### src/hdl/pcsp_pkg.sv
// Types, codes and header check function for the PNG chunk stream parser.
`default_nettype none
package pcsp_pkg;

	typedef enum logic [3:0] {
		PH_SIG       = 4'd0,
		PH_IHDR_LEN  = 4'd1,
		PH_IHDR_TYPE = 4'd2,
		PH_IHDR_DATA = 4'd3,
		PH_IHDR_CRC  = 4'd4,
		PH_CH_LEN    = 4'd5,
		PH_CH_TYPE   = 4'd6,
		PH_SKIP      = 4'd7,
		PH_DATA      = 4'd8,
		PH_CRC       = 4'd9,
		PH_END_CRC   = 4'd10,
		PH_HALT      = 4'd11
	} phase_t;

	typedef logic [3:0] status_t;

	localparam status_t ST_BUSY         = 4'd0;
	localparam status_t ST_DONE         = 4'd1;
	localparam status_t ST_BAD_SIG      = 4'd2;
	localparam status_t ST_BAD_FIRST    = 4'd3;
	localparam status_t ST_BAD_DEPTH    = 4'd4;
	localparam status_t ST_BAD_COLOUR   = 4'd5;
	localparam status_t ST_BAD_COMBO    = 4'd6;
	localparam status_t ST_BAD_COMP     = 4'd7;
	localparam status_t ST_BAD_FILTER   = 4'd8;
	localparam status_t ST_BAD_INTERL   = 4'd9;
	localparam status_t ST_UNSUP_FMT    = 4'd10;
	localparam status_t ST_UNSUP_INTERL = 4'd11;
	localparam status_t ST_UNSUP_CRIT   = 4'd12;
	localparam status_t ST_BAD_IEND     = 4'd13;

	localparam int unsigned SIG_LEN = 8;
	localparam int unsigned IHDR_LEN = 13;
	localparam logic [7:0] MAX_DEPTH = 8'd16;

	localparam logic [7:0] PNG_SIG [SIG_LEN] = '{
		8'h89, 8'h50, 8'h4E, 8'h47, 8'h0D, 8'h0A, 8'h1A, 8'h0A
	};

	localparam logic [31:0] TYPE_IHDR = 32'h4948_4452;
	localparam logic [31:0] TYPE_IDAT = 32'h4944_4154;
	localparam logic [31:0] TYPE_IEND = 32'h4945_4E44;

	localparam logic [7:0] LOWER_A = 8'h61;
	localparam logic [7:0] LOWER_Z = 8'h7A;

	typedef struct packed {
		logic          payload_valid;
		logic [7:0]    payload_byte;
		status_t       status;
		logic [30:0]   image_width;
		logic [30:0]   image_height;
	} result_t;

	// IHDR field validation; first failing check wins, ST_BUSY means accepted.
	function automatic status_t check_header(input logic [7:0] depth,
		input logic [7:0] colour, input logic [7:0] comp,
		input logic [7:0] filt, input logic [7:0] inter);
		status_t code;
		logic    pow2;
		pow2 = (depth != 8'd0) && (((depth - 8'd1) & depth) == 8'd0);
		if (!pow2 || depth > MAX_DEPTH)
			code = ST_BAD_DEPTH;
		else if ((colour != 8'd3 && colour[0]) || colour > 8'd6)
			code = ST_BAD_COLOUR;
		else if ((depth == MAX_DEPTH && colour == 8'd3) ||
			(depth < 8'd8 && colour != 8'd0 && colour != 8'd3))
			code = ST_BAD_COMBO;
		else if (comp != 8'd0)
			code = ST_BAD_COMP;
		else if (filt != 8'd0)
			code = ST_BAD_FILTER;
		else if (inter != 8'd0 && inter != 8'd1)
			code = ST_BAD_INTERL;
		else if (depth != 8'd8 || colour != 8'd2)
			code = ST_UNSUP_FMT;
		else if (inter != 8'd0)
			code = ST_UNSUP_INTERL;
		else
			code = ST_BUSY;
		return code;
	endfunction

endpackage
`default_nettype wire

### src/hdl/png_chunk_stream_parser_unit.sv
// An input transaction reaches the m_ side via the input and result registers.
// Throughput: one byte per cycle while m_tready allows, no stall of its own;
// the input register feeds parser state machine and result register in one pass.
// Reset (arst_n low): valid flags cleared, parser back to the signature phase,
// status busy, width and height zero. A first_byte resets parser state alike.
`default_nettype none
module png_chunk_stream_parser_unit (
	input  wire logic        clk,
	input  wire logic        arst_n,
	// input stream
	input  wire logic        s_tvalid,
	output logic             s_tready,
	input  wire logic [7:0]  s_tdata,   // [7:0] data_byte
	input  wire logic [0:0]  s_tuser,   // [0] first_byte
	// result stream
	output logic             m_tvalid,
	input  wire logic        m_tready,
	output logic [79:0]      m_tdata,   // [7:0] payload_byte, [11:8] status,
	                                    // [42:12] image_width,
	                                    // [73:43] image_height, [79:74] zero
	output logic [0:0]       m_tuser    // [0] payload_valid
);
	import pcsp_pkg::*;

	logic        v_s1;
	logic [7:0]  data_s1;
	logic        first_s1;
	logic        out_v_q;
	result_t     out_q;
	result_t     res;
	logic        advance;
	logic        step_en;

	// Result register empties or is drained this cycle -> stage 1 moves on.
	assign advance  = !out_v_q || m_tready;
	assign step_en  = v_s1 && advance;
	assign s_tready = !v_s1 || advance;

	// Input register stage.
	always_ff @(posedge clk or negedge arst_n) begin
		if (!arst_n) begin
			v_s1 <= 1'b0;
		end else if (s_tready) begin
			v_s1 <= s_tvalid;
		end
	end

	always_ff @(posedge clk) begin
		if (s_tvalid && s_tready) begin
			data_s1  <= s_tdata;
			first_s1 <= s_tuser[0];
		end
	end

	// Parser state advances once per byte that leaves stage 1.
	pcsp_core u_core (
		.clk        (clk),
		.arst_n     (arst_n),
		.step_en    (step_en),
		.data_byte  (data_s1),
		.first_byte (first_s1),
		.res        (res)
	);

	// Result register.
	always_ff @(posedge clk or negedge arst_n) begin
		if (!arst_n) begin
			out_v_q <= 1'b0;
		end else if (advance) begin
			out_v_q <= v_s1;
		end
	end

	always_ff @(posedge clk) begin
		if (step_en) begin
			out_q <= res;
		end
	end

	assign m_tvalid   = out_v_q;
	assign m_tuser[0] = out_q.payload_valid;
	assign m_tdata    = {6'd0, out_q.image_height, out_q.image_width, out_q.status,
		out_q.payload_byte};

endmodule
`default_nettype wire

### src/hdl/pcsp_core.sv
// Parser state machine: per-byte phase walk, header capture and status.
`default_nettype none
module pcsp_core (
	input  wire logic              clk,
	input  wire logic              arst_n,
	input  wire logic              step_en,
	input  wire logic [7:0]        data_byte,
	input  wire logic              first_byte,
	output pcsp_pkg::result_t      res
);
	import pcsp_pkg::*;

	phase_t      phase_q, phase_d, cur_phase;
	logic [31:0] fc_q, fc_d, cur_fc, fc_inc;
	logic [31:0] len_q, len_d, cur_len;
	logic [31:0] type_q, type_d, cur_type, shift_type;
	logic [31:0] wid_q, wid_d, cur_wid;
	logic [31:0] hgt_q, hgt_d, cur_hgt;
	logic [7:0]  hdr_q [5];
	logic [7:0]  hdr_d [5];
	logic [7:0]  cur_hdr [5];
	status_t     st_q, st_d, hdr_code;
	logic        emit;

	always_ff @(posedge clk or negedge arst_n) begin
		if (!arst_n) begin
			phase_q <= PH_SIG;
			fc_q    <= '0;
			len_q   <= '0;
			type_q  <= '0;
			wid_q   <= '0;
			hgt_q   <= '0;
			st_q    <= ST_BUSY;
			for (int i = 0; i < 5; i++) hdr_q[i] <= '0;
		end else if (step_en) begin
			phase_q <= phase_d;
			fc_q    <= fc_d;
			len_q   <= len_d;
			type_q  <= type_d;
			wid_q   <= wid_d;
			hgt_q   <= hgt_d;
			st_q    <= st_d;
			for (int i = 0; i < 5; i++) hdr_q[i] <= hdr_d[i];
		end
	end

	// A first byte restarts from the reset image before it is parsed.
	always_comb begin
		cur_phase = first_byte ? PH_SIG : phase_q;
		cur_fc    = first_byte ? 32'd0 : fc_q;
		cur_len   = first_byte ? 32'd0 : len_q;
		cur_type  = first_byte ? 32'd0 : type_q;
		cur_wid   = first_byte ? 32'd0 : wid_q;
		cur_hgt   = first_byte ? 32'd0 : hgt_q;
		for (int i = 0; i < 5; i++) cur_hdr[i] = first_byte ? 8'd0 : hdr_q[i];
	end

	assign fc_inc     = cur_fc + 32'd1;
	assign shift_type = {cur_type[23:0], data_byte};
	assign hdr_code   = check_header(cur_hdr[0], cur_hdr[1], cur_hdr[2], cur_hdr[3],
		cur_hdr[4]);

	always_comb begin
		phase_d = cur_phase;
		fc_d    = fc_inc;
		len_d   = cur_len;
		type_d  = cur_type;
		wid_d   = cur_wid;
		hgt_d   = cur_hgt;
		st_d    = first_byte ? ST_BUSY : st_q;
		for (int i = 0; i < 5; i++) hdr_d[i] = cur_hdr[i];
		emit    = 1'b0;

		unique case (cur_phase)
			PH_SIG: begin
				if (data_byte != PNG_SIG[cur_fc[2:0]]) begin
					st_d    = ST_BAD_SIG;
					phase_d = PH_HALT;
					fc_d    = '0;
				end else if (fc_inc == 32'(SIG_LEN)) begin
					phase_d = PH_IHDR_LEN;
					fc_d    = '0;
				end
			end
			PH_IHDR_LEN, PH_CH_LEN: begin
				len_d = {cur_len[23:0], data_byte};
				if (fc_inc == 32'd4) begin
					phase_d = (cur_phase == PH_IHDR_LEN) ? PH_IHDR_TYPE : PH_CH_TYPE;
					fc_d    = '0;
				end
			end
			PH_IHDR_TYPE: begin
				type_d = shift_type;
				if (fc_inc == 32'd4) begin
					fc_d = '0;
					if (shift_type != TYPE_IHDR || cur_len != 32'(IHDR_LEN)) begin
						st_d    = ST_BAD_FIRST;
						phase_d = PH_HALT;
					end else begin
						phase_d = PH_IHDR_DATA;
					end
				end
			end
			PH_IHDR_DATA: begin
				if (cur_fc < 32'd4)
					wid_d = {cur_wid[23:0], data_byte};
				else if (cur_fc < 32'd8)
					hgt_d = {cur_hgt[23:0], data_byte};
				else if (cur_fc < 32'(IHDR_LEN)) begin
					for (int i = 0; i < 5; i++)
						if (cur_fc[2:0] == 3'(i)) hdr_d[i] = data_byte;
				end
				if (fc_inc >= 32'(IHDR_LEN)) begin
					phase_d = PH_IHDR_CRC;
					fc_d    = '0;
				end
			end
			PH_IHDR_CRC: begin
				if (fc_inc == 32'd4) begin
					fc_d = '0;
					if (hdr_code != ST_BUSY) begin
						st_d    = hdr_code;
						phase_d = PH_HALT;
					end else begin
						phase_d = PH_CH_LEN;
					end
				end
			end
			PH_CH_TYPE: begin
				type_d = shift_type;
				if (fc_inc == 32'd4) begin
					fc_d = '0;
					if (shift_type == TYPE_IEND)
						phase_d = PH_END_CRC;
					else if (shift_type[31:24] >= LOWER_A && shift_type[31:24] <= LOWER_Z)
						phase_d = (cur_len == 32'd0) ? PH_CRC : PH_SKIP;
					else if (shift_type == TYPE_IDAT)
						phase_d = (cur_len == 32'd0) ? PH_CRC : PH_DATA;
					else begin
						st_d    = ST_UNSUP_CRIT;
						phase_d = PH_HALT;
					end
				end
			end
			PH_SKIP, PH_DATA: begin
				emit = (cur_phase == PH_DATA);
				if (fc_inc == cur_len) begin
					phase_d = PH_CRC;
					fc_d    = '0;
				end
			end
			PH_CRC: begin
				if (fc_inc == 32'd4) begin
					phase_d = PH_CH_LEN;
					fc_d    = '0;
				end
			end
			PH_END_CRC: begin
				if (fc_inc == 32'd4) begin
					st_d    = (cur_len != 32'd0) ? ST_BAD_IEND : ST_DONE;
					phase_d = PH_HALT;
					fc_d    = '0;
				end
			end
			default: begin
				fc_d = cur_fc;
			end
		endcase
	end

	assign res.payload_valid = emit;
	assign res.payload_byte  = emit ? data_byte : 8'd0;
	assign res.status        = st_d;
	assign res.image_width   = wid_d[30:0];
	assign res.image_height  = hgt_d[30:0];

endmodule
`default_nettype wire

### config.mk
export PLATFORM = sky130hd
export DESIGN_NAME = png_chunk_stream_parser_unit
export DESIGN_NICKNAME = d
export VERILOG_FILES = /design/src/hdl/pcsp_pkg.sv /design/src/hdl/png_chunk_stream_parser_unit.sv /design/src/hdl/pcsp_core.sv
export SDC_FILE = /design/constraint.sdc
export NUM_CORES = 1
export LEC_CHECK = 0
export BUFFER_PORTS_ARGS = -buffer_cell sky130_fd_sc_hd__buf_2
export CORE_MARGIN = 2
export CORE_UTILIZATION = 50
export DETAILED_ROUTE_END_ITERATION = 16
export GPL_ROUTABILITY_DRIVEN = 1
export MAX_ROUTING_LAYER = met4
export PLACE_DENSITY = 0.78
export SLEW_MARGIN = 20
export SYNTH_ARGS = -nofsm -noshare
export SYNTH_HDL_FRONTEND = slang
export SYNTH_HIERARCHICAL = 1
export SYNTH_SLANG_ARGS = --single-unit
### constraint.sdc
create_clock -name clk -period 10.65 [get_ports clk]
set_input_delay 2.13 -clock clk [delete_from_list [all_inputs] [get_ports clk]]
set_output_delay 2.13 -clock clk [all_outputs]
set_load 0.1 [all_outputs]
Word level (Yosys, flattened, before mapping)
Memory sizes are Yosys's and may differ from the RTL's.
Cells that the tools add are included.
W data, S select, Z words.
{"block": "classes", "n_reduce_logical": 34, "n_eq_ne": 28, "n_mux": 76, "shifts": 0, "magnitude_cmp": 10, "multipliers": 0, "n_addsub": 2, "div_mod_pow": 0, "n_bitwise": 2}
{"operator": "$mux W32", "count": 15}
{"operator": "$mux W40", "count": 4}
{"operator": "$mux W4", "count": 37}
{"operator": "$pmux W32 S4", "count": 1}
{"operator": "$mux W8", "count": 12}
{"operator": "$eq A32 B31 Y1 const B", "count": 2}
{"operator": "$lt A32 B4 Y1 const B", "count": 2}
{"operator": "$mux W24", "count": 2}
{"operator": "$reduce_bool A8 Y1", "count": 5}
{"operator": "$pmux W4 S9", "count": 1}
{"operator": "$add A32 B1 Y32 const B", "count": 1}
{"operator": "$eq A32 B3 Y1 const B", "count": 1}
{"operator": "$eq A32 B32 Y1", "count": 1}
{"operator": "$eq A32 B4 Y1 const B", "count": 1}
{"operator": "$ge A32 B4 Y1 const B", "count": 1}
{"operator": "$logic_not A32 Y1", "count": 1}
{"operator": "$lt A32 B3 Y1 const B", "count": 1}
{"operator": "$ne A32 B31 Y1 const B", "count": 1}
{"operator": "$ne A32 B4 Y1 const B", "count": 1}
{"operator": "$reduce_bool A32 Y1", "count": 1}
{"operator": "$pmux W4 S5", "count": 1}
{"operator": "$eq A4 B3 Y1 const B", "count": 4}
{"operator": "$ne A8 B2 Y1 const B", "count": 2}
{"operator": "$eq A4 B4 Y1 const B", "count": 3}
{"operator": "30 further kinds", "count": 51}
{"block": "word_totals", "ramBits": 0, "latch_bits": 0, "regBits": 286, "output_inout_bits": 83, "mem_count": 1, "mem_bits_ro": 64, "input_bits": 13}
{"name": "(name not given)", "depth": 8, "word_bits": 8, "rd": 1, "rd_clocked_by_memory_dff": 0, "wr": 0, "line": "pcsp_core.sv:76", "source": "if (data_byte != PNG_SIG[cur_fc[2:0]]) begin"}

Longest topological paths before layout
{"block": "logic_depth", "depth_word": 14, "ltp_mapped": 22, "depth_no_buf": 15}

Modules after synthesis
The synthesis kept the hierarchy.
{"mod": "pcsp_core", "seq_area_each_um2": 4954.8, "n_inst": 1, "cells_per_inst": 1489, "area_each_um2": 13116.3}
{"mod": "png_chunk_stream_parser_unit", "seq_area_each_um2": 2572.5, "n_inst": 1, "cells_per_inst": 99, "area_each_um2": 2675.1}

Worst setup path before layout
OpenSTA, ideal clock, no wires.
{"block": "synth_path", "kind": "input port to flip-flop", "from": "input port m_tready", "to": "register u_core.phase_q[0]", "setup_time_ps": 127, "required_ps": 10523, "path_buffers": 1, "setup_slack_ps": 4908, "cell_stages": 9, "arrival_ps": 5615, "cell_sequence": "nand2b_1 -> and2_1 -> clkbuf_1 -> inv_2 -> nor2_1 -> nand2_1 -> a221o_1 -> nor4b_1 -> o21ai_1"}
{"block": "synth_via", "elab_chain_len": 2}
{"element": "start, declared", "line": "png_chunk_stream_parser_unit.sv:17", "source": "input wire logic m_tready,"}
{"element": "$logic_or A1 B1 Y1", "line": "png_chunk_stream_parser_unit.sv:35", "source": "assign advance = !out_v_q || m_tready;"}
{"element": "$logic_and A1 B1 Y1", "line": "png_chunk_stream_parser_unit.sv:36", "source": "assign step_en = v_s1 && advance;"}
{"element": "net step_en", "line": "png_chunk_stream_parser_unit.sv:32", "source": "logic step_en;"}
{"element": "end signal, assigned", "line": "pcsp_core.sv:36", "source": "phase_q <= phase_d;"}
{"element": "end, declared", "line": "pcsp_core.sv:13", "source": "phase_t phase_q, phase_d, cur_phase;"}
The timed path passes the listed nets, and every way through them passes these cells.
A chain may end at the register's enable or synchronous reset.

Final worst setup path
{"block": "layout_path", "from": "register first_s1", "to": "register u_core.fc_q[9]"}
{"block": "layout_via", "elab_chain_len": 8, "word_cells_on_any_way": 32, "classes_between": "1 x add/sub; 1 x order compare; 14 x eq/ne; 11 x mux; 1 x bitwise; 3 x reduce/logical; 1 x memory"}
{"element": "start, declared", "line": "png_chunk_stream_parser_unit.sv:27", "source": "logic first_s1;"}
{"element": "start signal, assigned", "line": "png_chunk_stream_parser_unit.sv:51", "source": "first_s1 <= s_tuser[0];"}
{"element": "parallel branches: the longest is 7 deep, another holds $add A32 B1 Y32"}
{"element": "$pmux W32 S4 *", "line": "pcsp_core.sv:74", "source": "unique case (cur_phase)"}
{"element": "end signal, assigned", "line": "pcsp_core.sv:28", "source": "fc_q <= '0;"}
{"element": "end signal, assigned", "line": "pcsp_core.sv:37", "source": "fc_q <= fc_d;"}
{"element": "end, declared", "line": "pcsp_core.sv:14", "source": "logic [31:0] fc_q, fc_d, cur_fc, fc_inc;"}
Every way passes the cells marked *. The select of a mux whose other input is x is not followed.

==> reports/results.tsv <==
stage	metric	value	unit
route	drt_iter0_markers	1651	
final_layout	final_core_util	0.5525	
final_layout	n_fill_cell	2688	
grt	grt_remaining_overflow	0	
place	portBuffers	89	
clocking	numCtsBuffers	31	
critical_path	arrival	5.63	ns
floorplan	boundaryPins	96	
clocking	numClockSinks	284	
final_layout	drive_gt1_frac	0.1545	
clocking	h-tree-depth	1	
place	place_hpwl	29760	um
route	wl_met2	20890	um
sta	finalCritPeriodShare	0.4872	
clocking	cts-root-buf	clkbuf_16	
synthesis	syn_area	15790	um2
sta	timing.final.max_slew_violations	0	
synthesis	async_reset_ff_frac	0.7042	
sta	period_needed	5.188	ns
sta	skew	0.01296	ns
synthesis	avgSynthCellArea	9.944	um2
synthesis	ys.flop_type	dfrtp_1	
synthesis	ys_seq_elements	284	
place	gp_congestion	1.003	
clocking	cts_hold_buf	0	
synthesis	ys_types	92	
critical_path	critPathRequiredTime	11.09	ns
final_layout	n_antenna_cell	0	
sta	hold_violations	0	
grt	antenna_found_initial	0	
route	vias	13199	
route	dr.max_layer_used	met4	
grt	grt_max_degree	122	
synthesis	yosys.area.top_type	dfrtp_1	
grt	first_global_vias	12619	
synthesis	seq_area_frac_synth	0.4767	
final_layout	area_growth	9.555	%
route	viasPerCell	6.554	
flow_run	drv_cap	0	
final_layout	nets	1607	
critical_path	setup.worst_path.end_class	register	
floorplan	die_w	181.7	um
sta	rsz0062_at_grt	false	
synthesis	synthCells	1588	
sta	setup_viol	0	
route	routed_wl	45840	um
critical_path	worstSetupPathType	register to register	
power	powerDensity	187.3	nW/um2
hold_path	hold_path_class	register to register	
sta	tns	0	ns
final_layout	fin_area	17300	um2
route	wl_met3	3626	um
floorplan	initial_utilization	0.5043	
route	drtPass1Iterations	6	
floorplan	rows	65	
clocking	clkTransAtPathRegs	0.06	ns
clocking	ctsResizeCount	0	
critical_path	r2r_setup_slack	5.46	ns
route	wl_met1	19570	um
floorplan	die_h	181.7	um
floorplan	core_area	31310	um2
route	wire_per_inst	22.76	um
sta	slew_headroom	0.2594	
synthesis	synth_edf_count	84	
synthesis	synth_warnings	6	
sta	worst_pin_slew	1.097	ns
synthesis	synth_area_leaders	dfrtp_1 (32%), edfxtp_1 (16%), nand2_1 (5.3%)	
final_layout	multi_input_area	7572	um2
place	placed_area	16260	um2
final_layout	seqCellArea	7527	um2
critical_path	start_kind	register	
sta	max_clock_freq	192.7	MHz
outcome	status	complete, no violations	
clocking	clock_latency	0.58	ns
route	postRouteAntennaNets	0	
clocking	cts_setup_buffers	0	
grt	grt_pass1_wl	72450	um
power	peakVddDrop	0.0001505	V
route	drc	0	
synthesis	synth_top_area_frac	0.3169	
floorplan	dieArea	33020	um2
clocking	cts_buffer_depth	3	
critical_path	crit_fanout	121	
power	power.leakage	6.997	nW
grt	grt_usage	0.2843	
clocking	cts_tree	built	
==> synthesized netlist by cell type, types with 8 or more instances <==
cell       count
nand2_1      223
xnor2_1       30
clkbuf_1      83
buf_4         12
mux2i_1       11
nor3_1        46
a31oi_1       18
a22o_1        62
o21ai_0       61
nor2b_1       18
nor4_1        39
a21oi_1       79
nand2b_1      15
nand3_1       32
o2bb2ai_1     40
o211ai_1      14
nor2_1        77
inv_1         19
edfxtp_1      84
nand4b_1       8
o22ai_1        8
nand4_1       29
buf_2         26
mux2_2        62
and4_1         9
dfrtp_1      200
nor3b_1       19
or3_1         11
a22oi_1       44
buf_1         17
and3_1        16
xor2_1        20
and2_1        14
==> path summary, 6_finish.rpt <==
kind / end / startpoint / cells past startpoint
worst max-delay path: u_core/fc_q[9]$_DFFE_PN0P_ / first_s1$_DFFE_PP_ / 14
worst min-delay path: u_core/hdr_q[7]$_DFFE_PN0P_ / u_core/hdr_q[7]$_DFFE_PN0P_ / 1
worst max register to register: u_core/fc_q[9]$_DFFE_PN0P_ / first_s1$_DFFE_PP_ / 14
worst min register to register: u_core/hdr_q[7]$_DFFE_PN0P_ / u_core/hdr_q[7]$_DFFE_PN0P_ / 1
max in group asynchronous: u_core/wid_q[19]$_DFFE_PN0P_ / arst_n / 2
min in group asynchronous: u_core/type_q[12]$_DFFE_PN0P_ / arst_n / 1
==> cell usage in the layout, fill, tap and decap left out, types with 9 or more instances in the layout <==
master,count
nand2_1,223
dfrtp_1,200
buf_2,88
edfxtp_1,84
a21oi_1,79
nor2_1,76
mux2_2,62
a22o_1,62
o21ai_0,61
nor3_1,44
a22oi_1,44
o2bb2ai_1,40
nor4_1,39
nand3_1,32
clkbuf_16,31
xnor2_1,30
nand4_1,29
xor2_1,20
inv_1,19
nor3b_1,19
nor2b_1,18
a31oi_1,18
and3_1,16
nand2b_1,14
buf_4,14
o211ai_1,14
and2_1,13
or3_1,11
mux2i_1,11
and4_1,9
==> metal layers <==
layer / vias to the layer above / track usage
li1: 5911 / -
met1: 6493 / 0.3900
met2: 662 / 0.4248
met3: 133 / 0.04693
met4: 0 / 0.1109
met5: - / -
==> logic make-up after synthesis <==
logic type | count (synthesis) | share of synthesized area
flip-flops | 284 | 0.4767
adder cells (fa/ha/maj) | 7 | 0.005546
AND/OR/NAND/NOR | 600 | 0.2027
XOR/XNOR | 56 | 0.03589
multiplexers | 73 | 0.05118
AO/OA/AOI/OAI | 402 | 0.1817
buffers and inverters | 165 | 0.04611
other | 1 | 0.0002375
==> final cells by class <==
cell class | instances | share of cell area
Sequential cell | 284 | 0.4351
Clock inverter | 18 | 0.01135
Timing Repair Buffer | 104 | 0.03349
Multi-Input combinational cell | 1144 | 0.4377
Tap cell | 402 | 0.02907
Inverter | 22 | 0.004773
Clock buffer | 40 | 0.04853
==> state kept, by name, indices dropped and copies added (netlist names), 8 cells and up <==
name / flops
data_s1: 8
m_tdata: 74
u_core/fc_q: 32
u_core/hdr_q: 40
u_core/hgt_q: 31
u_core/len_q: 32
u_core/type_q: 24
u_core/wid_q: 31
==> report_power, final <==
group	total [mW]	switching [mW]	internal [mW]	leakage, nW
clock	1.09	0.455	0.633	0.496
sequential	1.37	0.150	1.22	3.59
combinational	0.781	0.545	0.236	2.91
==> worst max-delay path: stages (launching register included) <==
cell and delay, ns:
edfxtp_1 0.41, buf_12 0.28, nand2b_1 0.30, inv_1 0.18, ha_1 0.24, nand4_1 0.48, nor4_1 0.48, mux2i_1 0.44
o221ai_1 0.24, nor3b_1 0.38, o311ai_1 0.19, o31ai_2 0.47, nand3_4 0.47, a31oi_1 0.32, o21ai_0 0.13
==> metrics by stage <==
stage / setup WS, ns / hold WS [ns] / power, mW / cells
global placement: 5.645 / 0.4825 / 2.144 / 1956
global route: 4.965 / 0.5204 / 3.371 / 2014
CTS: 5.576 / 0.5059 / 3.244 / 2014
detailed placement: 5.619 / 0.4821 / 2.152 / 1956
finish: 5.462 / 0.5047 / 3.240 / 2014
floorplan: 4.908 / 0.4535 / 1.948 / 1593
Power figures use the tool's default switching activity.
